--- config.mk ---
export PLATFORM = sky130hd
export DESIGN_NAME = mic_front
export DESIGN_NICKNAME = d
export VERILOG_FILES = /design/src/design/mic_pkg.sv /design/src/design/mic_front.sv
export SDC_FILE = /design/constraint.sdc
export NUM_CORES = 1
export LEC_CHECK = 0
export ABC_CLOCK_PERIOD_IN_PS = 9530
export BUFFER_PORTS_ARGS = -buffer_cell sky130_fd_sc_hd__buf_2
export CAP_MARGIN = 5
export CORE_MARGIN = 5
export CORE_UTILIZATION = 60
export CTS_BUF_LIST = sky130_fd_sc_hd__clkbuf_8
export DETAILED_ROUTE_END_ITERATION = 8
export MAX_ROUTING_LAYER = met4
export PLACE_DENSITY = 0.86
export SETUP_SLACK_MARGIN = 0.05
export SLEW_MARGIN = 20
export SYNTH_ARGS = -nofsm -noshare
export SYNTH_HDL_FRONTEND = slang
export SYNTH_SLANG_ARGS = --single-unit
--- constraint.sdc ---
create_clock -name aclk -period 9.53 [get_ports aclk]
set_clock_uncertainty 0.2 [all_clocks]
set_input_delay 1.906 -clock aclk [delete_from_list [all_inputs] [get_ports aclk]]
set_output_delay 1.906 -clock aclk [all_outputs]
set_load 0.005 [all_outputs]
--- src/design/mic_pkg.sv ---
package mic_pkg;

    localparam int COEF_FRAC_BITS_DEF = 12;
    localparam int HEADING_BITS_DEF   = 16;

    localparam int CORDIC_STEPS = 28;
    localparam int CORDIC_SHIFT = 12;
    localparam int CORDIC_W     = 34;

    localparam int QUEUE_DEPTH = 4;
    localparam int QUEUE_AW    = 2;

    localparam int CAL_W    = 18;
    localparam int RAW_W    = 16;
    localparam int CFG_W    = 48;
    localparam int CFG_IDX_W = 3;

    typedef enum logic [CFG_IDX_W-1:0] {
        REG_BIAS_X = 3'd0,
        REG_BIAS_Y = 3'd1,
        REG_BIAS_Z = 3'd2,
        REG_ROW_X  = 3'd3,
        REG_ROW_Y  = 3'd4,
        REG_ROW_Z  = 3'd5
    } reg_idx_t;

    typedef struct packed {
        logic signed [15:0] bias_x;
        logic signed [15:0] bias_y;
        logic signed [15:0] bias_z;
        logic [47:0]        row_x;
        logic [47:0]        row_y;
        logic [47:0]        row_z;
    } cfg_t;

    typedef struct packed {
        logic signed [15:0] raw_x;
        logic signed [15:0] raw_y;
        logic signed [15:0] raw_z;
        logic signed [16:0] dif_x;
        logic signed [16:0] dif_y;
        logic signed [16:0] dif_z;
    } item_t;

    // arctangent of 2^-i in units of 2^-32 turn
    function automatic logic [31:0] atan_turn(input int i);
        logic [31:0] a;
        case (i)
            0:  a = 32'd536870912;
            1:  a = 32'd316933406;
            2:  a = 32'd167458907;
            3:  a = 32'd85004756;
            4:  a = 32'd42667331;
            5:  a = 32'd21354465;
            6:  a = 32'd10679838;
            7:  a = 32'd5340245;
            8:  a = 32'd2670163;
            9:  a = 32'd1335087;
            10: a = 32'd667544;
            11: a = 32'd333772;
            12: a = 32'd166886;
            13: a = 32'd83443;
            14: a = 32'd41722;
            15: a = 32'd20861;
            16: a = 32'd10430;
            17: a = 32'd5215;
            18: a = 32'd2608;
            19: a = 32'd1304;
            20: a = 32'd652;
            21: a = 32'd326;
            22: a = 32'd163;
            23: a = 32'd81;
            24: a = 32'd41;
            25: a = 32'd20;
            26: a = 32'd10;
            27: a = 32'd5;
            default: a = 32'd0;
        endcase
        return a;
    endfunction

endpackage

--- src/design/mic_front.sv ---
module mic_front (
    input  logic                aclk,
    input  logic                aresetn,
    input  logic                s_valid,
    output logic                s_ready,
    input  logic signed [15:0]  s_raw_x,
    input  logic signed [15:0]  s_raw_y,
    input  logic signed [15:0]  s_raw_z,
    input  mic_pkg::cfg_t       cfg,
    output logic                q_valid,
    output mic_pkg::item_t      q_item,
    input  logic                q_pop
);

    mic_pkg::item_t                  mem_reg [mic_pkg::QUEUE_DEPTH];
    logic [mic_pkg::QUEUE_AW-1:0]    wr_ptr_reg, wr_ptr_next;
    logic [mic_pkg::QUEUE_AW-1:0]    rd_ptr_reg, rd_ptr_next;
    logic [mic_pkg::QUEUE_AW:0]      count_reg, count_next;
    logic                            push;
    mic_pkg::item_t                  item;

    assign s_ready = (count_reg != (mic_pkg::QUEUE_AW+1)'(mic_pkg::QUEUE_DEPTH));
    assign push    = s_valid & s_ready;
    assign q_valid = (count_reg != '0);
    assign q_item  = mem_reg[rd_ptr_reg];

    always_comb begin
        item.raw_x = s_raw_x;
        item.raw_y = s_raw_y;
        item.raw_z = s_raw_z;
        item.dif_x = 17'(s_raw_x) - 17'(cfg.bias_x);
        item.dif_y = 17'(s_raw_y) - 17'(cfg.bias_y);
        item.dif_z = 17'(s_raw_z) - 17'(cfg.bias_z);
    end

    always_comb begin
        wr_ptr_next = push  ? wr_ptr_reg + 1'b1 : wr_ptr_reg;
        rd_ptr_next = q_pop ? rd_ptr_reg + 1'b1 : rd_ptr_reg;
        count_next  = count_reg;
        if (push && !q_pop) begin
            count_next = count_reg + 1'b1;
        end else if (!push && q_pop) begin
            count_next = count_reg - 1'b1;
        end
    end

    always_ff @(posedge aclk) begin
        if (!aresetn) begin
            wr_ptr_reg <= '0;
            rd_ptr_reg <= '0;
            count_reg  <= '0;
        end else begin
            wr_ptr_reg <= wr_ptr_next;
            rd_ptr_reg <= rd_ptr_next;
            count_reg  <= count_next;
        end
    end

    always_ff @(posedge aclk) begin
        if (push) begin
            mem_reg[wr_ptr_reg] <= item;
        end
    end

endmodule

Yosys cells after proc, flatten, opt, wreduce, memory -nomap -nowiden. Memory sizes are Yosys's and may differ from the RTL's. A register that Yosys moved wholly into a read port is not among the register bits. Index checks and enable logic that the tools add are counted.

Mux-type cells: 6. Reduce and logical (&&, ||, !) cells: 6. Eq/ne operators: 1. Bitwise logic cells: 1. Add/sub/neg operators: 7.

Operators with widths (count): 16-bit by 16-bit subtractor with 17-bit output (3); 3-bit two-way mux (2); 2-bit by 1-bit adder with 2-bit output (second input constant) (2); 2-bit two-way mux (2); 3-bit by 1-bit adder with 3-bit output (second input constant) (1); 3-bit inequality test (second input constant) (1); 3-bit nonzero test (1); 3-bit by 1-bit subtractor with 3-bit output (second input constant) (1); 1-bit logical AND (2); 1-bit logical NOT (2); 1-bit two-way mux (2); 2-bit nonzero test (1); 1-bit bitwise AND (1).

Bits in writable memories: 396. Logic and storage cells: 25. Output and inout port bits: 101. Input bits: 244. Memories: 1. Bits in registers: 7.

Memory list: mem_reg (depth 4, width 99, rd ports 1, clocked after Yosys merged registers in 1, wr ports 1, line mic_front.sv:15) `mic_pkg::item_t mem_reg [mic_pkg::QUEUE_DEPTH];`.

Longest topological paths before layout. Gate-level depths: netlist of run 1.

Word-level depth: 6. Depth in mapped cells: 10. Mapped depth without buffers: 9.

Least setup slack after synthesis of run 1. OpenSTA, ideal clock, no wires.

Path type: input-to-reg. Start point: input port s_valid. End point: memory mem_reg[0][0] (netlist name), enable pin. Setup slack: 4611 ps. Cell stages on the path: 1. Data arrival time: 4249 ps. Library setup time: 469 ps. Path through: and3_1.

Cells in the longest elaborated chain, start to end: 3.

RTL lines: from (decl) (line mic_front.sv:4) `input logic s_valid,`; 1-bit bitwise AND (line mic_front.sv:23) `assign push = s_valid & s_ready;`; 1-bit two-way mux (line mic_front.sv:60) `if (push) begin`; 1-bit two-way mux (implied by the code) (line mic_front.sv:61) `mem_reg[wr_ptr_reg] <= item;`; to (decl) (line mic_front.sv:15).

Every way passes these cells.

==> flow_summary.ini, run 1 <==
[placed_design]
gp_congestion = 0.878
place_ws_ns = 4.85
port_buffers = 200
hpwl_mm = 21.3

[die]
core_um2 = 28500
ios = 345
dieArea_um2 = 32100
start_util_pct = 60.3
chipHeight_um = 179
fp-row-count = 62
die_x_um = 179

[synth]
syn_area_um2 = 17200
syn_area_per_cell_um2 = 18.5
synth_async_sr_flop_share_pct = 0
synth.ff_latch_count = 405
synth.distinct_cells = 58
synth-main-ff-cell = edfxtp_1
synth_edf_count = 396
synthesis.instances = 929
ys.warnings.count = 0
synth_seq_area_share_pct = 70.3
synth_fp_nets = 1230

[pwr]
p_leak_nw = 7.18
p_per_area_nw_per_um2 = 216
vdd_drop_max_mv = 0.123

[min_path]
hp-class = flop to flop

[cells_and_area]
fin_util_pct = 69.4
nFillCells = 1778
layout-drive-gt1-share_pct = 32.9
nNetsFinal = 1475
area_growth_pct = 15.1
largest_reg_flops = 396

[timing]
timing.fmax_mhz = 204
rsz0062_at_grt = false
layout_setup_ws_ns = 4.62
maxSlewViolCount = 0
period_share_pct = 51.5
hold_slack_ns = 0.315
finalHoldViolations = 0
relSlewSlack_pct = 38.2
tightest_slew_ns = 0.927
fin_crit_ns = 4.91
final-setup-viol-count = 0
setup_tns_ns = 0

[detailed_routing]
wirelength_mm = 33.1
vias_per_cell = 5.76
dr.pass1.iters = 5
wire_per_inst_um = 20.5
drc = 0
drtAntennaViolNets = 0
drt-initial-drc-count = 595
via_count = 9287

[global_route]
grt_pass1_vias = 9630
antenna_found_initial = 1
grt_usage_pct = 21.3
grt_pass1_wl_mm = 51.1
grt_max_degree = 59
overflow = 0

[critical_path]
worstSetupPathType = flop to output port
startpoint_type = flop
critPathArrivalTime_ns = 2.81
path_cells = buf_4, mux4_2, buf_2
critPathCaptureType = output port
path_max_fanout = 53
slowest_stage = dfxtp_4
slowest_delay_ns = 0.87
cp.required_ns = 7.42

[cts]
clk-insertion-delay-late_ns = 0.58
cts_resized = 0
cts_tree = done
clkSinkCount = 405
htreeDepth = 2
clockBufferDepth = 3
cts-root-buf = clkbuf_8
ctsHoldBuffers = 0
cts_made_buffers = 61
post-cts-setup-buffers = 0
clk_pin_slew_worst_paths_ns = 0.06

[job]
drv_cap = 0

[status]
status = completed
## cells in the final DEF (no fill, tap or decap), drive strengths merged, types with 12 or more instances in the layout
master,netlist,final
buf,14,207
nand2,19,19
inv,71,92
clkinv,0,26
mux4,99,99
ha,53,53
o21a,12,12
o21ai,14,14
edfxtp,396,396
clkbuf,11,66
a21oi,33,33
xnor2,30,30
nor2,33,33
## cell families (layout without fill, tap and decap cells)
logic type      after synthesis  count (layout)  synth area share [%]
other cells                   0               1                     0
flops                       405             405                  70.3
fa+ha+maj                    57              57                  4.33
simple gates                121             121                  3.70
mux                         102             102                  13.2
compound gates              112             112                  4.41
xor+xnor                     36              36                  1.84
buf+inv                      96             394                  2.23
## layer usage
| metal | vias up | routed length, um | track usage, % |
|---|---|---|---|
| met5 | - | 0 | - |
| met4 | 0 | 996 | 6.95 |
| met3 | 88 | 2370 | 4.85 |
| met2 | 317 | 16700 | 34.8 |
| met1 | 4669 | 13000 | 26.7 |
| li1 | 4213 | - | - |
## where the power goes
group	leakage [nW]	internal [mW]	switching (mW)
registers	3.70	2.21	0.0529
logic	2.81	0.315	0.399
clock network	0.663	0.668	0.633
## critical path: cells and delay by family (launching register included)
family / cells / cell delay (ns)
mux: 1 / 0.44
buf+inv: 2 / 0.86
flops: 1 / 0.87
## synth_stat cells, types with 2 or more instances
library cell | n | area, um^2
mux2i_1 | 3 | 30.0
a211o_1 | 2 | 17.5
nand3_1 | 6 | 30.0
a21oi_1 | 30 | 150
nor4b_1 | 2 | 17.5
o31a_1 | 3 | 26.3
o31ai_1 | 2 | 15.0
o22ai_1 | 2 | 12.5
or2_2 | 2 | 12.5
a21boi_0 | 5 | 37.5
and2_1 | 7 | 43.8
nand2b_1 | 6 | 37.5
and4_1 | 3 | 26.3
nor4_1 | 2 | 12.5
a31oi_1 | 8 | 50.1
a21oi_2 | 3 | 26.3
o21a_1 | 12 | 90.1
buf_2 | 12 | 60.1
dfxtp_1 | 9 | 180
nor3b_1 | 2 | 15.0
fa_1 | 4 | 80.1
ha_1 | 53 | 663
o211ai_1 | 6 | 45.0
nand4_1 | 5 | 31.3
xor2_1 | 6 | 52.6
o21bai_1 | 2 | 15.0
edfxtp_1 | 396 | 11900
xnor2_1 | 30 | 263
nand2_1 | 19 | 71.3
a221oi_1 | 2 | 17.5
or3_1 | 4 | 25.0
nand3b_1 | 2 | 15.0
and3_1 | 4 | 25.0
o21ai_0 | 14 | 70.1
nor2b_1 | 10 | 62.6
mux4_2 | 99 | 2230
nor2_1 | 33 | 124
clkbuf_1 | 11 | 41.3
nor3_1 | 10 | 50.1
inv_1 | 71 | 267
a21o_1 | 10 | 75.1
## final cells by class
class | count | area [um^2] | area share [%]
flip-flops and latches | 405 | 12100 | 61.1
multi-input cells | 428 | 4730 | 23.9
repair buffers | 207 | 1050 | 5.33
clock buffers | 66 | 908 | 4.60
well taps | 384 | 480 | 2.43
inverters | 71 | 267 | 1.35
clock inverters | 50 | 244 | 1.23
diodes | 1 | 2.50 | 0.0127
## stage by stage
stage	cells	area, um^2	power [mW]
floorplan	929	17200	2.74
global placement	1495	18600	2.98
detailed placement	1495	18600	3.02
CTS	1611	19800	4.33
global route	1612	19800	4.48
finish	1612	19800	4.28
## final timing paths
check                    start              to  slack (ns)  cells after the start
setup / recovery          flop      q_item[75]        4.62                      3
hold / removal    count_reg[2]    count_reg[2]        0.31                      2
setup reg to reg  count_reg[0]  mem_reg[2][41]        6.73                      4
hold reg to reg   count_reg[2]    count_reg[2]        0.31                      2
Power figures use the tool's default switching activity.
==> run 2, diff against run 1 <==
--- a/config.mk
+++ b/config.mk
@@ -5,15 +5,16 @@
 export SDC_FILE = /design/constraint.sdc
 export NUM_CORES = 1
 export LEC_CHECK = 0
-export ABC_CLOCK_PERIOD_IN_PS = 9530
+export ABC_AREA = 1
+export ABC_CLOCK_PERIOD_IN_PS = 4000
 export BUFFER_PORTS_ARGS = -buffer_cell sky130_fd_sc_hd__buf_2
 export CAP_MARGIN = 5
 export CORE_MARGIN = 5
-export CORE_UTILIZATION = 60
+export CORE_UTILIZATION = 52
 export CTS_BUF_LIST = sky130_fd_sc_hd__clkbuf_8
 export DETAILED_ROUTE_END_ITERATION = 8
 export MAX_ROUTING_LAYER = met4
-export PLACE_DENSITY = 0.86
+export PLACE_DENSITY = 0.79
 export SETUP_SLACK_MARGIN = 0.05
 export SLEW_MARGIN = 20
 export SYNTH_ARGS = -nofsm -noshare
==> constraint.sdc (replaced) <==
create_clock -name aclk -period 4 [get_ports aclk]
set_clock_uncertainty 0.2 [all_clocks]
set_input_delay 0.8 -clock aclk [delete_from_list [all_inputs] [get_ports aclk]]
set_output_delay 0.8 -clock aclk [all_outputs]
set_load 0.005 [all_outputs]
==> run 2 against run 1 <==
  * Synthesized cell count up 79%
  * Total power up 130%
  * Combinational power up 110%
  * Die area up 21%
  * Cell area up 5.4%
  * Sequential power up 130%
  * Count of clock-buffer cells in the layout up 2
  * Flip-flop and latch count unchanged
  * Hold slack worse by 0.096 ns
  * First-iteration DRC count up 14%
  * Clock power rose to 2.6 times the previous value
  * Critical endpoint is now q_item[44]
==> flow_summary.ini, run 2 <==
[synth]
synth_top_family_by_area = simple AND/OR/NAND/NOR gates
yosysTopAreaCell = edfxtp_1
yosysMostFrequentCell = edfxtp_1
synth_fp_nets = 1964
synthesis.instances = 1663
synth.ff_latch_count = 405
ys.warnings.count = 0
yosysTopAreaCellShare_pct = 65.4
synth_seq_area_share_pct = 66.4
syn_area_per_cell_um2 = 10.9
synth_async_sr_flop_share_pct = 0
ys_top_cells_by_area = edfxtp_1, nand2_1, o21ai_0
synth.area.mux_share_pct = 0
synth_adder_area_share_pct = 4.09
syn_area_um2 = 18200
synth-compound-area-share_pct = 10.0
synthXorXnorAreaFrac_pct = 1.01
synth-simple-area-share_pct = 12.1
synth.distinct_cells = 23
ys_top_cells_by_count = edfxtp_1, nand2_1, nor2_1
synth-main-ff-cell = edfxtp_1
synth_edf_count = 396

[critical_path]
r2r-end = mem_reg[0][72]
r2r_slack_ns = 1.63
critPathArrivalTime_ns = 2.45
endpoint = q_item[44]
worstSetupPathType = flop to output port
critPathCaptureType = output port
rr_worst_depth = 5
cp.required_ns = 3.00
startpoint_type = flop
path_max_fanout = 79
regToRegStartpoint = count_reg[0]

[timing]
relSlewSlack_pct = 42.8
tightest_slew_ns = 0.858
period_share_pct = 86.3
finalHoldViolations = 0
hold_slack_ns = 0.219
setup_tns_ns = 0
timing.fmax_mhz = 290
final-setup-viol-count = 0
fin_crit_ns = 3.45
rsz0062_at_grt = false
maxSlewViolCount = 0

[detailed_routing]
wirelength_mm = 40.6
wire_per_inst_um = 17.1
via_count = 12555
drt-initial-drc-count = 680
drc = 0
drtAntennaViolNets = 0
vias_per_cell = 5.27
dr.pass1.iters = 5

[pwr]
p_leak_nw = 8.67
p_switching_mw = 2.68
p_sw_share_pct = 26.8
vdd_drop_max_mv = 0.345
p_int_mw = 7.32
power_frac_comb_pct = 15.1
power_frac_clock_pct = 33.2
p_per_area_nw_per_um2 = 480
p_seq_share_pct = 51.7
power_mw = 10.0

[die]
start_util_pct = 52.7
ios = 345
core_um2 = 34500
die_x_um = 197
chipHeight_um = 197
dieArea_um2 = 38800
fp-row-count = 68

[cells_and_area]
area_growth_pct = 14.5
largest_reg_flops = 396
layout-drive-gt1-share_pct = 16.1
stdcell_area_um2 = 20800
final_common_cell = edfxtp_1
nNetsFinal = 2182
final_cell_mix = edfxtp_1, nand2_1, inv_1, nor2_1, buf_2

[cts]
cts_resized = 0
cts_made_buffers = 67
clkSinkCount = 405
post-cts-setup-buffers = 0
clk-insertion-delay-late_ns = 0.61
clk_pin_slew_worst_paths_ns = 0.06
cts-root-buf = clkbuf_8
htreeDepth = 3
ctsHoldBuffers = 0
cts_tree = done
clockBufferDepth = 3

[placed_design]
port_buffers = 200
gp_congestion = 0.864
dpl-instance-area_um2 = 19600
hpwl_mm = 24.6

[global_route]
antenna_found_initial = 0
grt_pass1_wl_mm = 64.5
overflow = 0
grt_max_degree = 199
grt_usage_pct = 21.5
grt_pass1_vias = 12572

[status]
status = completed

[min_path]
hp-class = input pin to flop

[job]
drv_cap = 0
-- run 2: changes by cell type after synthesis, moves of 22 or more --
cell      before  now
mux4_2        99    0
xnor2_1       30    7
nand3_1        6   36
nor2_1        33  228
inv_1         71  208
clkbuf_1      11   40
o21ai_0       14  183
o22ai_1        2   99
o21ai_1        0   22
nand2_1       19  286
-- run 2: cells by family after synthesis --
kind of cell | count (synthesis)
AOI/OAI and AO/OA | 340
DFF | 405
adders and majority gates | 57
xor gates and xnor gates | 21
and+or+nand+nor | 566
buffers and inverters | 274
-- run 2: layer usage --
| metal | track usage, % | wire length (um) |
|---|---|---|
| met5 | - | 0 |
| met4 | 6.96 | 838 |
| met3 | 4.32 | 2680 |
| met2 | 36.3 | 20400 |
| met1 | 26.3 | 16800 |
-- run 2: area by class of cell --
cell class | instances | area, um^2
antenna | 2 | 5.00
clock buffer | 68 | 936
clock inverter | 46 | 277
fill | 2769 | 13700
inverter | 210 | 798
multi-input combinational | 984 | 4980
sequential | 405 | 12100
tap | 455 | 569
timing repair buffer | 213 | 1190
-- run 2: critical path, cell delays in order, from the launching register on --
cell and delay, ns:
dfxtp_4 0.36, inv_6 0.41, buf_4 0.44, o21ai_0 0.13, o22ai_1 0.28, buf_2 0.19
-- run 2: power by group through the flow --
stage	logic (mW)	clock network [mW]	registers (mW)
global placement	1.47	0	5.24
global route	1.70	3.63	5.19
detailed placement	1.52	0	5.26
floorplan	0.919	0	5.26
CTS	1.53	3.41	5.17
finish	1.51	3.33	5.17
-- run 2: through the flow --
stage | setup WS [ns] | instances | util, %
floorplan | -0.223 | 1663 | -
global placement | 1.19 | 2267 | 56.8
detailed placement | 1.10 | 2267 | 56.8
CTS | 0.526 | 2381 | 60.3
global route | 0.347 | 2381 | 60.3
finish | 0.548 | 2383 | 60.3
-- run 2: how the worst min path moves through the flow --
stage | startpoint | end | slack, ns | cells past startpoint
3_3_place_gp | rd_ptr_reg[1] | flop | 0.21 | 1
4_1_cts | s_raw_y[0] | mem_reg[3][67] | 0.17 | 1
5_1_grt | s_raw_x[0] | mem_reg[3][83] | 0.19 | 1
6_report | s_raw_x[0] | mem_reg[0][83] | 0.22 | 1
2_1_floorplan | rd_ptr_reg[1] | flop | 0.21 | 1
3_5_place_dp | rd_ptr_reg[1] | flop | 0.26 | 1
